$ cat src/altk_pkg.sv
// Shared types, constants and mnemonic table for the assembly line tokenizer.
package altk_pkg;

  // Operand and field widths
  localparam int OPERAND_BITS = 16;
  localparam int OPCODE_W     = 4;
  localparam int OPCNT_W      = 2;
  localparam int MAX_OPERANDS = 3;
  localparam int TOKLEN_W     = 5;
  localparam int HEAD_CHARS   = 4;
  localparam int HEAD_W       = 8 * HEAD_CHARS;
  localparam int NUM_MNEM     = 15;
  localparam int MLEN_W       = 3;

  localparam logic [TOKLEN_W-1:0] TOKLEN_MAX  = '1;
  localparam logic [TOKLEN_W-1:0] TOKLEN_HEAD = TOKLEN_W'(HEAD_CHARS);
  localparam logic [OPCNT_W-1:0]  OPCNT_FULL  = OPCNT_W'(MAX_OPERANDS);

  // Character codes
  localparam logic [7:0] CH_NUL     = 8'h00;
  localparam logic [7:0] CH_SPACE   = 8'h20;
  localparam logic [7:0] CH_BRACKET = 8'h5B;
  localparam logic [7:0] CH_ZERO    = 8'h30;
  localparam logic [7:0] CH_NINE    = 8'h39;
  localparam logic [7:0] CH_LA      = 8'h61;
  localparam logic [7:0] CH_LF      = 8'h66;
  localparam logic [7:0] CH_UA      = 8'h41;
  localparam logic [7:0] CH_UF      = 8'h46;
  localparam logic [7:0] CH_LX      = 8'h78;
  localparam logic [7:0] CH_UX      = 8'h58;

  // Queue between front and back
  localparam int QDEPTH = 2;
  localparam int QPTR_W = $clog2(QDEPTH);
  localparam int QCNT_W = $clog2(QDEPTH + 1);

  // Number parser phase
  typedef enum logic [1:0] {
    PH_START,
    PH_ZERO,
    PH_DIGITS,
    PH_DONE
  } phase_t;

  // One classified character
  typedef struct packed {
    logic [7:0] ch;
    logic       line_end;
    logic       is_space;
    logic       is_nul;
    logic       is_bracket;
    logic       is_hex;
    logic       is_zero;
    logic       is_x;
    logic [3:0] digit;
  } char_cls_t;

  // Mnemonic text, first character in the low byte, zero padded
  localparam logic [HEAD_W-1:0] MNEM_TEXT [NUM_MNEM] = '{
    32'h746C6168, // halt
    32'h00706F6E, // nop
    32'h00746573, // set
    32'h00706D6A, // jmp
    32'h007A636A, // jcz
    32'h00646461, // add
    32'h00627573, // sub
    32'h00646E61, // and
    32'h0000726F, // or
    32'h00726F78, // xor
    32'h00746F6E, // not
    32'h00706D63, // cmp
    32'h73627573, // subs
    32'h65627573, // sube
    32'h6C6C6163  // call
  };

  localparam logic [MLEN_W-1:0] MNEM_LEN [NUM_MNEM] = '{
    3'd4, 3'd3, 3'd3, 3'd3, 3'd3, 3'd3, 3'd3, 3'd3,
    3'd2, 3'd3, 3'd3, 3'd3, 3'd4, 3'd4, 3'd4
  };

endpackage

$ cat src/assembly_line_tokenizer_unit.sv
// Top level of the assembly line tokenizer: front, queue and back end.
//
//   channel  direction  ports                         transfer when
//   in       input      in_text_char, in_line_end     in_valid & in_ready
//   out      output     out_opcode ... out_parse_error out_valid & out_ready
//
// One character per cycle is sustained while no line end waits on a stalled result;
// the token engine updates its state once per accepted character.
// A line's result is registered: its last character is held in a queue entry,
// and the back end then takes it from the queue entry into the result register.
// Reset is synchronous, active low, and clears all token and line state.
// A stalled result blocks the back end only at the next line end; the
// two-entry queue lets the input run on while the back end waits.
module assembly_line_tokenizer_unit (
  input  logic                               clk,
  input  logic                               rst_n,
  input  logic                               in_valid,
  output logic                               in_ready,
  input  logic [7:0]                         in_text_char,
  input  logic                               in_line_end,
  output logic                               out_valid,
  input  logic                               out_ready,
  output logic [altk_pkg::OPCODE_W-1:0]      out_opcode,
  output logic                               out_opcode_seen,
  output logic [altk_pkg::OPERAND_BITS-1:0]  out_operand_first,
  output logic [altk_pkg::OPERAND_BITS-1:0]  out_operand_second,
  output logic [altk_pkg::OPERAND_BITS-1:0]  out_operand_third,
  output logic [altk_pkg::OPCNT_W-1:0]       out_operand_count,
  output logic [2:0]                         out_indirect_mask,
  output logic                               out_parse_error
);
  import altk_pkg::*;

  char_cls_t front_cls;
  char_cls_t q_cls;
  logic      q_valid, q_ready;

  altk_front u_front (
    .in_text_char (in_text_char),
    .in_line_end  (in_line_end),
    .cls          (front_cls)
  );

  altk_queue u_queue (
    .clk        (clk),
    .rst_n      (rst_n),
    .push_valid (in_valid),
    .push_ready (in_ready),
    .push_data  (front_cls),
    .pop_valid  (q_valid),
    .pop_ready  (q_ready),
    .pop_data   (q_cls)
  );

  altk_back u_back (
    .clk                (clk),
    .rst_n              (rst_n),
    .cls_valid          (q_valid),
    .cls_ready          (q_ready),
    .cls                (q_cls),
    .out_valid          (out_valid),
    .out_ready          (out_ready),
    .out_opcode         (out_opcode),
    .out_opcode_seen    (out_opcode_seen),
    .out_operand_first  (out_operand_first),
    .out_operand_second (out_operand_second),
    .out_operand_third  (out_operand_third),
    .out_operand_count  (out_operand_count),
    .out_indirect_mask  (out_indirect_mask),
    .out_parse_error    (out_parse_error)
  );

endmodule

$ cat src/altk_front.sv
// Front end: classifies each incoming character for the token engine.
module altk_front (
  input  logic [7:0]         in_text_char,
  input  logic               in_line_end,
  output altk_pkg::char_cls_t cls
);
  import altk_pkg::*;

  logic is_dec, is_lhex, is_uhex;

  // Character class decode
  always_comb begin
    is_dec  = (in_text_char >= CH_ZERO) && (in_text_char <= CH_NINE);
    is_lhex = (in_text_char >= CH_LA) && (in_text_char <= CH_LF);
    is_uhex = (in_text_char >= CH_UA) && (in_text_char <= CH_UF);

    cls.ch         = in_text_char;
    cls.line_end   = in_line_end;
    cls.is_space   = (in_text_char == CH_SPACE);
    cls.is_nul     = (in_text_char == CH_NUL);
    cls.is_bracket = (in_text_char == CH_BRACKET);
    cls.is_hex     = is_dec || is_lhex || is_uhex;
    cls.is_zero    = (in_text_char == CH_ZERO);
    cls.is_x       = (in_text_char == CH_LX) || (in_text_char == CH_UX);
    if (is_dec) begin
      cls.digit = in_text_char[3:0];
    end else if (is_lhex || is_uhex) begin
      cls.digit = 4'(in_text_char[2:0] + 3'd1) + 4'd8;
    end else begin
      cls.digit = '0;
    end
  end

endmodule

$ cat src/altk_queue.sv
// Short queue of classified characters between front and back.
module altk_queue (
  input  logic                clk,
  input  logic                rst_n,
  input  logic                push_valid,
  output logic                push_ready,
  input  altk_pkg::char_cls_t push_data,
  output logic                pop_valid,
  input  logic                pop_ready,
  output altk_pkg::char_cls_t pop_data
);
  import altk_pkg::*;

  char_cls_t          ent_r [QDEPTH];
  logic [QPTR_W-1:0]  wr_ptr_r, wr_ptr_nxt;
  logic [QPTR_W-1:0]  rd_ptr_r, rd_ptr_nxt;
  logic [QCNT_W-1:0]  cnt_r, cnt_nxt;
  logic               push, pop;

  assign push_ready = (cnt_r != QCNT_W'(QDEPTH));
  assign pop_valid  = (cnt_r != '0);
  assign pop_data   = ent_r[rd_ptr_r];
  assign push       = push_valid && push_ready;
  assign pop        = pop_valid && pop_ready;

  // Pointer and count update
  always_comb begin
    wr_ptr_nxt = wr_ptr_r;
    rd_ptr_nxt = rd_ptr_r;
    if (push) begin
      wr_ptr_nxt = (wr_ptr_r == QPTR_W'(QDEPTH - 1)) ? '0 : wr_ptr_r + 1'b1;
    end
    if (pop) begin
      rd_ptr_nxt = (rd_ptr_r == QPTR_W'(QDEPTH - 1)) ? '0 : rd_ptr_r + 1'b1;
    end
    case ({push, pop})
      2'b10:   cnt_nxt = cnt_r + 1'b1;
      2'b01:   cnt_nxt = cnt_r - 1'b1;
      default: cnt_nxt = cnt_r;
    endcase
  end

  always_ff @(posedge clk) begin
    if (!rst_n) begin
      wr_ptr_r <= '0;
      rd_ptr_r <= '0;
      cnt_r    <= '0;
    end else begin
      wr_ptr_r <= wr_ptr_nxt;
      rd_ptr_r <= rd_ptr_nxt;
      cnt_r    <= cnt_nxt;
    end
  end

  // Entry storage
  always_ff @(posedge clk) begin
    if (push) begin
      ent_r[wr_ptr_r] <= push_data;
    end
  end

  a_cnt_bound: assert property (@(posedge clk) disable iff (!rst_n)
    cnt_r <= QCNT_W'(QDEPTH))
    else $error("queue count exceeds depth");

  a_cnt_push: assert property (@(posedge clk) disable iff (!rst_n)
    $past(rst_n) && $past(push && !pop) |-> cnt_r == $past(cnt_r) + 1'b1)
    else $error("queue count missed a push");

endmodule

$ cat src/altk_back.sv
// Back end: token state, line state and the result register.
module altk_back (
  input  logic                               clk,
  input  logic                               rst_n,
  input  logic                               cls_valid,
  output logic                               cls_ready,
  input  altk_pkg::char_cls_t                cls,
  output logic                               out_valid,
  input  logic                               out_ready,
  output logic [altk_pkg::OPCODE_W-1:0]      out_opcode,
  output logic                               out_opcode_seen,
  output logic [altk_pkg::OPERAND_BITS-1:0]  out_operand_first,
  output logic [altk_pkg::OPERAND_BITS-1:0]  out_operand_second,
  output logic [altk_pkg::OPERAND_BITS-1:0]  out_operand_third,
  output logic [altk_pkg::OPCNT_W-1:0]       out_operand_count,
  output logic [2:0]                         out_indirect_mask,
  output logic                               out_parse_error
);
  import altk_pkg::*;

  // Token state
  logic [TOKLEN_W-1:0]     tok_len_r, tok_len_nxt;
  logic [HEAD_W-1:0]       tok_head_r, tok_head_nxt;
  logic [OPERAND_BITS-1:0] acc_r, acc_nxt;
  phase_t                  phase_r, phase_nxt;
  logic                    bracket_r, bracket_nxt;
  logic                    first_hex_r, first_hex_nxt;

  // Line state
  logic [OPCNT_W-1:0]      idx_r, idx_nxt;
  logic [OPERAND_BITS-1:0] ops_r [MAX_OPERANDS];
  logic [OPERAND_BITS-1:0] ops_nxt [MAX_OPERANDS];
  logic [OPCODE_W-1:0]     opc_r, opc_nxt;
  logic                    seen_r, seen_nxt;
  logic                    err_r, err_nxt;
  logic [2:0]              ind_r, ind_nxt;
  logic                    nul_r, nul_nxt;

  // Result register
  logic                    out_valid_r;
  logic [OPCODE_W-1:0]     out_opcode_r;
  logic                    out_seen_r;
  logic [OPERAND_BITS-1:0] out_op0_r, out_op1_r, out_op2_r;
  logic [OPCNT_W-1:0]      out_cnt_r;
  logic [2:0]              out_ind_r;
  logic                    out_err_r;

  logic                    take, finish, stopped, pop, load;
  logic                    mnem_hit;
  logic [OPCODE_W-1:0]     mnem_idx;
  logic [2:0]              ind_used;

  assign pop       = cls_valid && cls_ready;
  assign load      = pop && cls.line_end;
  assign cls_ready = !cls.line_end || !out_valid_r || out_ready;

  // Token update for the current character, before any token finish
  always_comb begin
    tok_len_nxt   = tok_len_r;
    tok_head_nxt  = tok_head_r;
    acc_nxt       = acc_r;
    phase_nxt     = phase_r;
    bracket_nxt   = bracket_r;
    first_hex_nxt = first_hex_r;
    take          = !nul_r && !cls.is_nul && !cls.is_space;
    if (take) begin
      if (tok_len_r == '0) begin
        bracket_nxt   = cls.is_bracket;
        first_hex_nxt = cls.is_hex;
      end
      if (tok_len_r != '0 || !cls.is_bracket) begin
        case (phase_r)
          PH_START: begin
            if (!cls.is_hex) begin
              phase_nxt = PH_DONE;
            end else if (cls.is_zero) begin
              phase_nxt = PH_ZERO;
            end else begin
              acc_nxt   = OPERAND_BITS'(cls.digit);
              phase_nxt = PH_DIGITS;
            end
          end
          PH_ZERO: begin
            if (cls.is_x) begin
              phase_nxt = PH_DIGITS;
            end else if (cls.is_hex) begin
              acc_nxt   = OPERAND_BITS'(cls.digit);
              phase_nxt = PH_DIGITS;
            end else begin
              phase_nxt = PH_DONE;
            end
          end
          PH_DIGITS: begin
            if (cls.is_hex) begin
              acc_nxt = {acc_r[OPERAND_BITS-5:0], cls.digit};
            end else begin
              phase_nxt = PH_DONE;
            end
          end
          default: begin
            phase_nxt = phase_r;
          end
        endcase
      end
      if (tok_len_r < TOKLEN_HEAD) begin
        tok_head_nxt = tok_head_r | (HEAD_W'(cls.ch) << {tok_len_r[1:0], 3'b000});
      end
      if (tok_len_r != TOKLEN_MAX) begin
        tok_len_nxt = tok_len_r + 1'b1;
      end
    end
  end

  // Mnemonic compare on the updated token head
  always_comb begin
    mnem_hit = 1'b0;
    mnem_idx = '0;
    for (int k = NUM_MNEM - 1; k >= 0; k--) begin
      if (tok_len_nxt == TOKLEN_W'(MNEM_LEN[k]) && tok_head_nxt == MNEM_TEXT[k]) begin
        mnem_hit = 1'b1;
        mnem_idx = OPCODE_W'(k);
      end
    end
  end

  // Token finish and line update
  always_comb begin
    idx_nxt  = idx_r;
    ops_nxt  = ops_r;
    opc_nxt  = opc_r;
    seen_nxt = seen_r;
    err_nxt  = err_r;
    ind_nxt  = ind_r;
    nul_nxt  = nul_r || cls.is_nul;
    stopped  = err_r || nul_r || (idx_r == OPCNT_FULL);
    finish   = (tok_len_nxt != '0) &&
               (cls.line_end || (!nul_r && (cls.is_space || cls.is_nul)));
    if (finish && !stopped) begin
      if (mnem_hit) begin
        opc_nxt  = mnem_idx;
        seen_nxt = 1'b1;
      end else if (first_hex_nxt || bracket_nxt) begin
        ops_nxt[idx_r] = acc_nxt;
        if (bracket_nxt) begin
          case (idx_r)
            2'd0:    ind_nxt[2] = 1'b1;
            2'd1:    ind_nxt[1] = 1'b1;
            default: ind_nxt[0] = 1'b1;
          endcase
        end
        idx_nxt = idx_r + 1'b1;
      end else begin
        err_nxt = 1'b1;
      end
    end
  end

  // Token and line registers
  always_ff @(posedge clk) begin
    if (!rst_n || load) begin
      idx_r  <= '0;
      opc_r  <= '0;
      seen_r <= 1'b0;
      err_r  <= 1'b0;
      ind_r  <= '0;
      nul_r  <= 1'b0;
      for (int i = 0; i < MAX_OPERANDS; i++) begin
        ops_r[i] <= '0;
      end
    end else if (pop) begin
      idx_r  <= idx_nxt;
      opc_r  <= opc_nxt;
      seen_r <= seen_nxt;
      err_r  <= err_nxt;
      ind_r  <= ind_nxt;
      nul_r  <= nul_nxt;
      ops_r  <= ops_nxt;
    end
  end

  always_ff @(posedge clk) begin
    if (!rst_n || load || (pop && finish)) begin
      tok_len_r   <= '0;
      tok_head_r  <= '0;
      acc_r       <= '0;
      phase_r     <= PH_START;
      bracket_r   <= 1'b0;
      first_hex_r <= 1'b0;
    end else if (pop) begin
      tok_len_r   <= tok_len_nxt;
      tok_head_r  <= tok_head_nxt;
      acc_r       <= acc_nxt;
      phase_r     <= phase_nxt;
      bracket_r   <= bracket_nxt;
      first_hex_r <= first_hex_nxt;
    end
  end

  // Result register
  always_ff @(posedge clk) begin
    if (!rst_n) begin
      out_valid_r <= 1'b0;
    end else if (load) begin
      out_valid_r <= 1'b1;
    end else if (out_ready) begin
      out_valid_r <= 1'b0;
    end
  end

  always_ff @(posedge clk) begin
    if (load) begin
      out_opcode_r <= opc_nxt;
      out_seen_r   <= seen_nxt;
      out_op0_r    <= ops_nxt[0];
      out_op1_r    <= ops_nxt[1];
      out_op2_r    <= ops_nxt[2];
      out_cnt_r    <= idx_nxt;
      out_ind_r    <= ind_nxt;
      out_err_r    <= err_nxt;
    end
  end

  assign out_valid          = out_valid_r;
  assign out_opcode         = out_opcode_r;
  assign out_opcode_seen    = out_seen_r;
  assign out_operand_first  = out_op0_r;
  assign out_operand_second = out_op1_r;
  assign out_operand_third  = out_op2_r;
  assign out_operand_count  = out_cnt_r;
  assign out_indirect_mask  = out_ind_r;
  assign out_parse_error    = out_err_r;

  // Indirect bits that the current operand count allows
  always_comb begin
    case (idx_r)
      2'd0:    ind_used = 3'b000;
      2'd1:    ind_used = 3'b100;
      2'd2:    ind_used = 3'b110;
      default: ind_used = 3'b111;
    endcase
  end

  a_line_clear: assert property (@(posedge clk) disable iff (!rst_n)
    load |=> (idx_r == '0) && !nul_r && !err_r && !seen_r && (ind_r == '0))
    else $error("line state not cleared after result");

  a_ind_range: assert property (@(posedge clk) disable iff (!rst_n)
    (ind_r & ~ind_used) == '0)
    else $error("indirect bit set beyond operand count");

endmodule

$ cat config.mk
export PLATFORM = sky130hd
export DESIGN_NAME = assembly_line_tokenizer_unit
export DESIGN_NICKNAME = d
export VERILOG_FILES = /design/src/altk_pkg.sv /design/src/assembly_line_tokenizer_unit.sv /design/src/altk_front.sv /design/src/altk_queue.sv /design/src/altk_back.sv
export SDC_FILE = /design/constraint.sdc
export NUM_CORES = 1
export LEC_CHECK = 0
export BUFFER_PORTS_ARGS = -buffer_cell sky130_fd_sc_hd__buf_4
export CORE_MARGIN = 2
export CORE_UTILIZATION = 42
export DETAILED_ROUTE_END_ITERATION = 12
export GPL_TIMING_DRIVEN = 0
export PLACE_DENSITY = 0.71
export SLEW_MARGIN = 20
export SYNTH_ARGS = -nofsm -noshare
export SYNTH_HDL_FRONTEND = slang
export SYNTH_HIERARCHICAL = 1
export SYNTH_SLANG_ARGS = --single-unit
$ cat constraint.sdc
create_clock -name clk -period 4.25 [get_ports clk]
set_input_delay 0.2125 -clock clk [delete_from_list [all_inputs] [get_ports clk]]
set_output_delay 0.2125 -clock clk [all_outputs]
set_load 0.05 [all_outputs]
* Yosys cells after proc, flatten, opt, wreduce, memory -nomap -nowiden
Memory sizes are Yosys's and may differ from the RTL's. A register that Yosys moved wholly into a read port is not among the register bits.
Cells that the tools add are included.
** Storage, ports and cells
- Register bits :: 181
- RAM bits :: 38
- Input bits :: 13
- Output and inout bits :: 61
- Memories kept :: 1
** Memories
- u_queue.ent_r :: depth 2, width 19, read ports 1, clocked after Yosys merged registers in 1, wr ports 1, RTL line altk_queue.sv:14 : char_cls_t ent_r [QDEPTH];
** Cells by class
- $add $sub $neg :: 8
- Order comparisons :: 9
- Eq/ne operators :: 32
- Shift-type cells :: 1
- Muxes and demuxes :: 86
- Bitwise gates (word level) :: 2
- Reduce and logical (&&, ||, !) cells :: 63
** Operators with widths (number)
- 32-bit by 23-bit == test with 1-bit output, second input constant :: 10
- 48-bit two-way mux :: 3
- 32-bit by 31-bit == test with 1-bit output, second input constant :: 4
- 16-bit two-way mux :: 8
- 4-bit two-way mux :: 19
- 32-bit two-way mux :: 2
- 48-bit bitwise mux :: 1
- 16-bit one-hot mux with 3 select lines :: 1
- 1-bit two-way mux :: 36
- 16-bit demux with 2-bit select :: 1
- 32-bit by 15-bit == test with 1-bit output, second input constant :: 1
- 32-bit bitwise OR :: 1
- 8-bit by 5-bit left shift with 32-bit output :: 1
- 1-bit logical AND :: 28
- 8-bit by 7-bit == test with 1-bit output, second input constant :: 3
- 8-bit by 6-bit == test with 1-bit output, second input constant :: 2
- 8-bit by 7-bit >= comparator with 1-bit output, second input constant :: 2
- 8-bit by 7-bit <= comparator with 1-bit output, second input constant :: 2
- 1-bit logical OR :: 15
- 2-bit two-way mux :: 7
- 3-bit two-way mux :: 4
- 5-bit by 2-bit == test with 1-bit output, second input constant :: 2
- 5-bit two-way mux :: 2
- 5-bit nonzero test :: 2
- other kinds (27) :: 44

* Logic depth before layout (Yosys ltp)
- Depth in word-level cells :: 23
- Mapped depth :: 18

* Hierarchy
The synthesis kept the hierarchy.
** By module, submodules not included
- altk_back :: times used 1, cells an instance 972, area an instance 9011.1 um^2, seq. area each 4134.0 um^2
- altk_queue :: times used 1, cells an instance 83, area an instance 1600.3 um^2, seq. area each 1241.2 um^2
- altk_front :: times used 1, cells an instance 43, area an instance 315.3 um^2, seq. area each 0.0 um^2

* Worst setup path after synthesis
OpenSTA, ideal clock, no wires.
- Path kind :: register to register
- From :: register with a tool-made name
- To :: register u_back.out_op0_r[0], in the netlist u_back/out_operand_first[0] (data pin)
- Library setup time :: 260 ps
- Data arrival time :: 4023 ps
- Required time :: 3990 ps
- Slack :: -33 ps
- Stages on the path, launching flop included :: 18
- Cells stage by stage :: dfxtp_1 > buf_2 > buf_2 > mux2_2 > nor4b_1 > nor2_1 > o221a_2 > buf_2 > nand3_1 > nor3_1 > a311oi_1 > nand4_2 > nor3_4 > buf_6 > and3_1 > buf_6 > buf_6 > mux2_4
** RTL lines
- end signal: assignment :: RTL line altk_back.sv:214 : out_op0_r <= ops_nxt[0];
- end: declaration :: RTL line altk_back.sv:43 : logic [OPERAND_BITS-1:0] out_op0_r, out_op1_r, out_op2_r;

==> results_dict.tcl <==
set metrics [dict create \
    maxCapViolCount 0 \
    multi_input_area_um2 5339 \
    setup_tns_ps 0 \
    drive_above_1_share_pct 27.32 \
    gp_congestion 0.9400 \
    post-route-period-util_pct 98.46 \
    area_growth_pct 22.97 \
    synth-seq-area-share_pct 49.19 \
    dieArea_um2 27320 \
    syn-instance-count 1098 \
    period_minus_slack_ps 4185 \
    synthFlopType "dfxtp_1" \
    cp_cell_sequence "buf_6, buf_8, mux2_2, or2_2, a311o_1, nor3_4, nand2_1, nor4_4, o21ai_1, o2111ai_4, nor3_4, buf_6, and3_4, clkbuf_16, mux2_4" \
    final_hold_viol_count 0 \
    cp_slowest_cell "a311o_1" \
    synthArstFlopShare_pct 0 \
    initial_utilization_pct 42.41 \
    synth_area_um2 10930 \
    powerDensity_nw_per_um2 566.4 \
    place_ws_ps -843.9 \
    synth_top_cell_area_share_pct 26.66 \
    die_h_um 165.3 \
    htree_levels 1 \
    routed_wirelength_um 29040 \
    clkTransAtPathRegs_ps 60 \
    cts.sink_count 220 \
    max_slew_margin_pct 39.65 \
    critPathKind "reg2reg" \
    antenna_found_initial 0 \
    seq_area_um2 5376 \
    yosysWarningCount 6 \
    cts_tree "yes" \
    p_leak_uw 0.004818 \
    avgRoutedWirePerCell_um 18.22 \
    grt_pass1_vias 8201 \
    drt_iter0_drc 943 \
    cts_root_buf "clkbuf_16" \
    cp_max_fo 10 \
    grt_max_degree 60 \
    diodes 0 \
    worstHoldStart "in_text_char[3]" \
    first_pass_iters 5 \
    worst_pin_slew_ps 902.9 \
    irDropWorstVdd_mv 0.4535 \
    finalMaxSlewViolations 0 \
    cp-end-kind "flop" \
    cts_inserted_buffers 23 \
    slowest_delay_ps 470 \
    overflow 0 \
    grt_usage_pct 20.29 \
    finalSetupViolCount 0 \
    pin_count 74 \
    crit_path_start_kind "flop" \
    clock_path_buffers 3 \
    p_total_uw 7610 \
    vias 9171 \
    fin_nets 1269 \
    worst_ep_required_time_ps 4530 \
    viasPerCell 5.753 \
    clk_latency_ps 530 \
    fin_util_pct 52.15 \
    final.setup_skew_ps 18.63 \
    portBuffers 72 \
    hold_path_class "in2reg" \
    syn-num-nets 1125 \
    yosys-top-cells-count "123 x dfxtp_1, 107 x nand2_1, 103 x nor2_1, 97 x edfxtp_1, 74 x a21oi_1" \
    drc 0 \
    grt_pass1_wl_um 44130 \
    die_w_um 165.3 \
    ant_nets 0 \
    holdWs_ps 21.31 \
    row_count 59 \
    status "complete, no violations" \
    hpwlAfterDp_um 19610 \
    synthTopCellsByArea "edfxtp_1 27%, dfxtp_1 23%, mux2_2 5.4%" \
    synth_largest_area_cell "edfxtp_1" \
    synth_edf_count 97 \
    synth.distinct_cells 82 \
    syn_avg_cell_area_um2 9.951 \
    fillCellCount 2286 \
    synth-seq-cells 220 \
    core_region_area_um2 25760 \
    setup_slack_ps 65.48 \
    clock.fmax_ghz 0.2390 \
    arrival_ps 4460 \
    synth_most_common_cell "dfxtp_1" \
    rsz0062_at_grt "true" \
]
## per-layer routing
layer	vias up	share of wire (%)	GRT usage (%)
li1	4335	-	-
met1	4381	44	29.08
met2	411	46	32.42
met3	44	8.2	2.772
met4	0	1.7	5.133
met5	-	0	0
## worst max-delay path, delay by kind of cell (launching register included)
| family | cells | cell delay, ps |
|---|---|---|
| AO/OA/AOI/OAI | 3 | 790 |
| AND/OR/NAND/NOR | 6 | 1480 |
| flip-flops | 1 | 320 |
| multiplexers | 2 | 750 |
| buffers and inverters | 4 | 570 |
## metrics by stage
stage / std cells / area, um2
finish: 1594 / 13440
CTS: 1566 / 12960
global placement: 1505 / 11910
global route: 1594 / 13440
floorplan: 1098 / 10950
detailed placement: 1505 / 11910
## final cells by class
| cell class | count | area share (%) |
|---|---|---|
| well taps | 335 | 3.119 |
| clock buffers | 31 | 4.824 |
| inverters | 22 | 0.6332 |
| plain buffers | 74 | 3.390 |
| flip-flops and latches | 220 | 40.01 |
| clock inverters | 11 | 0.7822 |
| repair buffers | 124 | 7.505 |
| multi-input cells | 777 | 39.73 |
## power breakdown
group	switching, uW	internal (uW)	leakage (uW)
Sequential	132	2550	0.00192
Clock	843	1150	0.000381
Combinational	2010	929	0.00252
## placed cells by master, fill, tap and decap left out, types with 8 or more instances in the layout
cell,Yosys,layout
a22o_1,9,9
and2_1,8,8
o21ai_0,54,52
buf_6,9,8
nand3_1,64,61
mux2i_1,18,17
ha_1,14,14
buf_2,11,8
buf_4,11,123
buf_1,9,8
edfxtp_1,97,97
dfxtp_1,123,122
nand2_1,107,105
mux2_2,52,50
o21ai_1,8,10
nor4_1,17,10
clkbuf_1,39,32
a21oi_1,74,73
nor2_1,103,101
mux2_4,20,22
nand4_1,21,21
inv_1,21,21
nor3_1,28,23
clkbuf_16,0,27
a31oi_1,25,22
## sequential cells by signal, summed over array words and instances (netlist names), 2 cells and up, named ones only
register and cells:
u_back/out_operand_first 16, u_back/acc_r 16, u_back/tok_head_r 32, u_queue/cnt_r 2
u_back/idx_r 2, u_back/tok_len_r 5, u_back/out_indirect_mask 3, u_back/out_opcode 4
u_back/opc_r 4, u_back/out_operand_second 16, u_back/phase_r 2, u_back/ops_r 48
u_back/ind_r 3, u_back/out_operand_third 16, u_queue/ent_r 38, u_back/out_operand_count 2
## path summary, 6_finish.rpt
path,slack [ps],to,depth (start not counted)
worst max-delay path,70,u_back/out_operand_first[3]$_DFFE_PP_,15
worst min-delay path,20,u_queue/ent_r[1][14]$_DFFE_PP_,2
worst min register to register,460,u_back/seen_r$_SDFFE_PP0P_,2
worst max register to register,70,u_back/out_operand_first[3]$_DFFE_PP_,15
## cell families after synthesis
| logic type | Yosys count | share of synthesized area (%) |
|---|---|---|
| compound gates | 232 | 13.63 |
| xor+xnor | 7 | 0.5611 |
| fa+ha+maj | 14 | 1.603 |
| buf+inv | 101 | 4.592 |
| flops | 220 | 49.19 |
| mux | 90 | 9.756 |
| simple gates | 434 | 20.67 |
## timing repair
| item | CTS | global route |
|---|---|---|
| gates cloned | 0 | 3 |
| hold endpoints to repair | 14 | 0 |
| hold buffers | 7 | 0 |
| endpoints found under the setup margin | 117 | 88 |
| resized for setup | 31 | 61 |
| pin swaps | 7 | 12 |
| buffers inserted | 15 | 27 |
(Power assumes the default switching activity.)
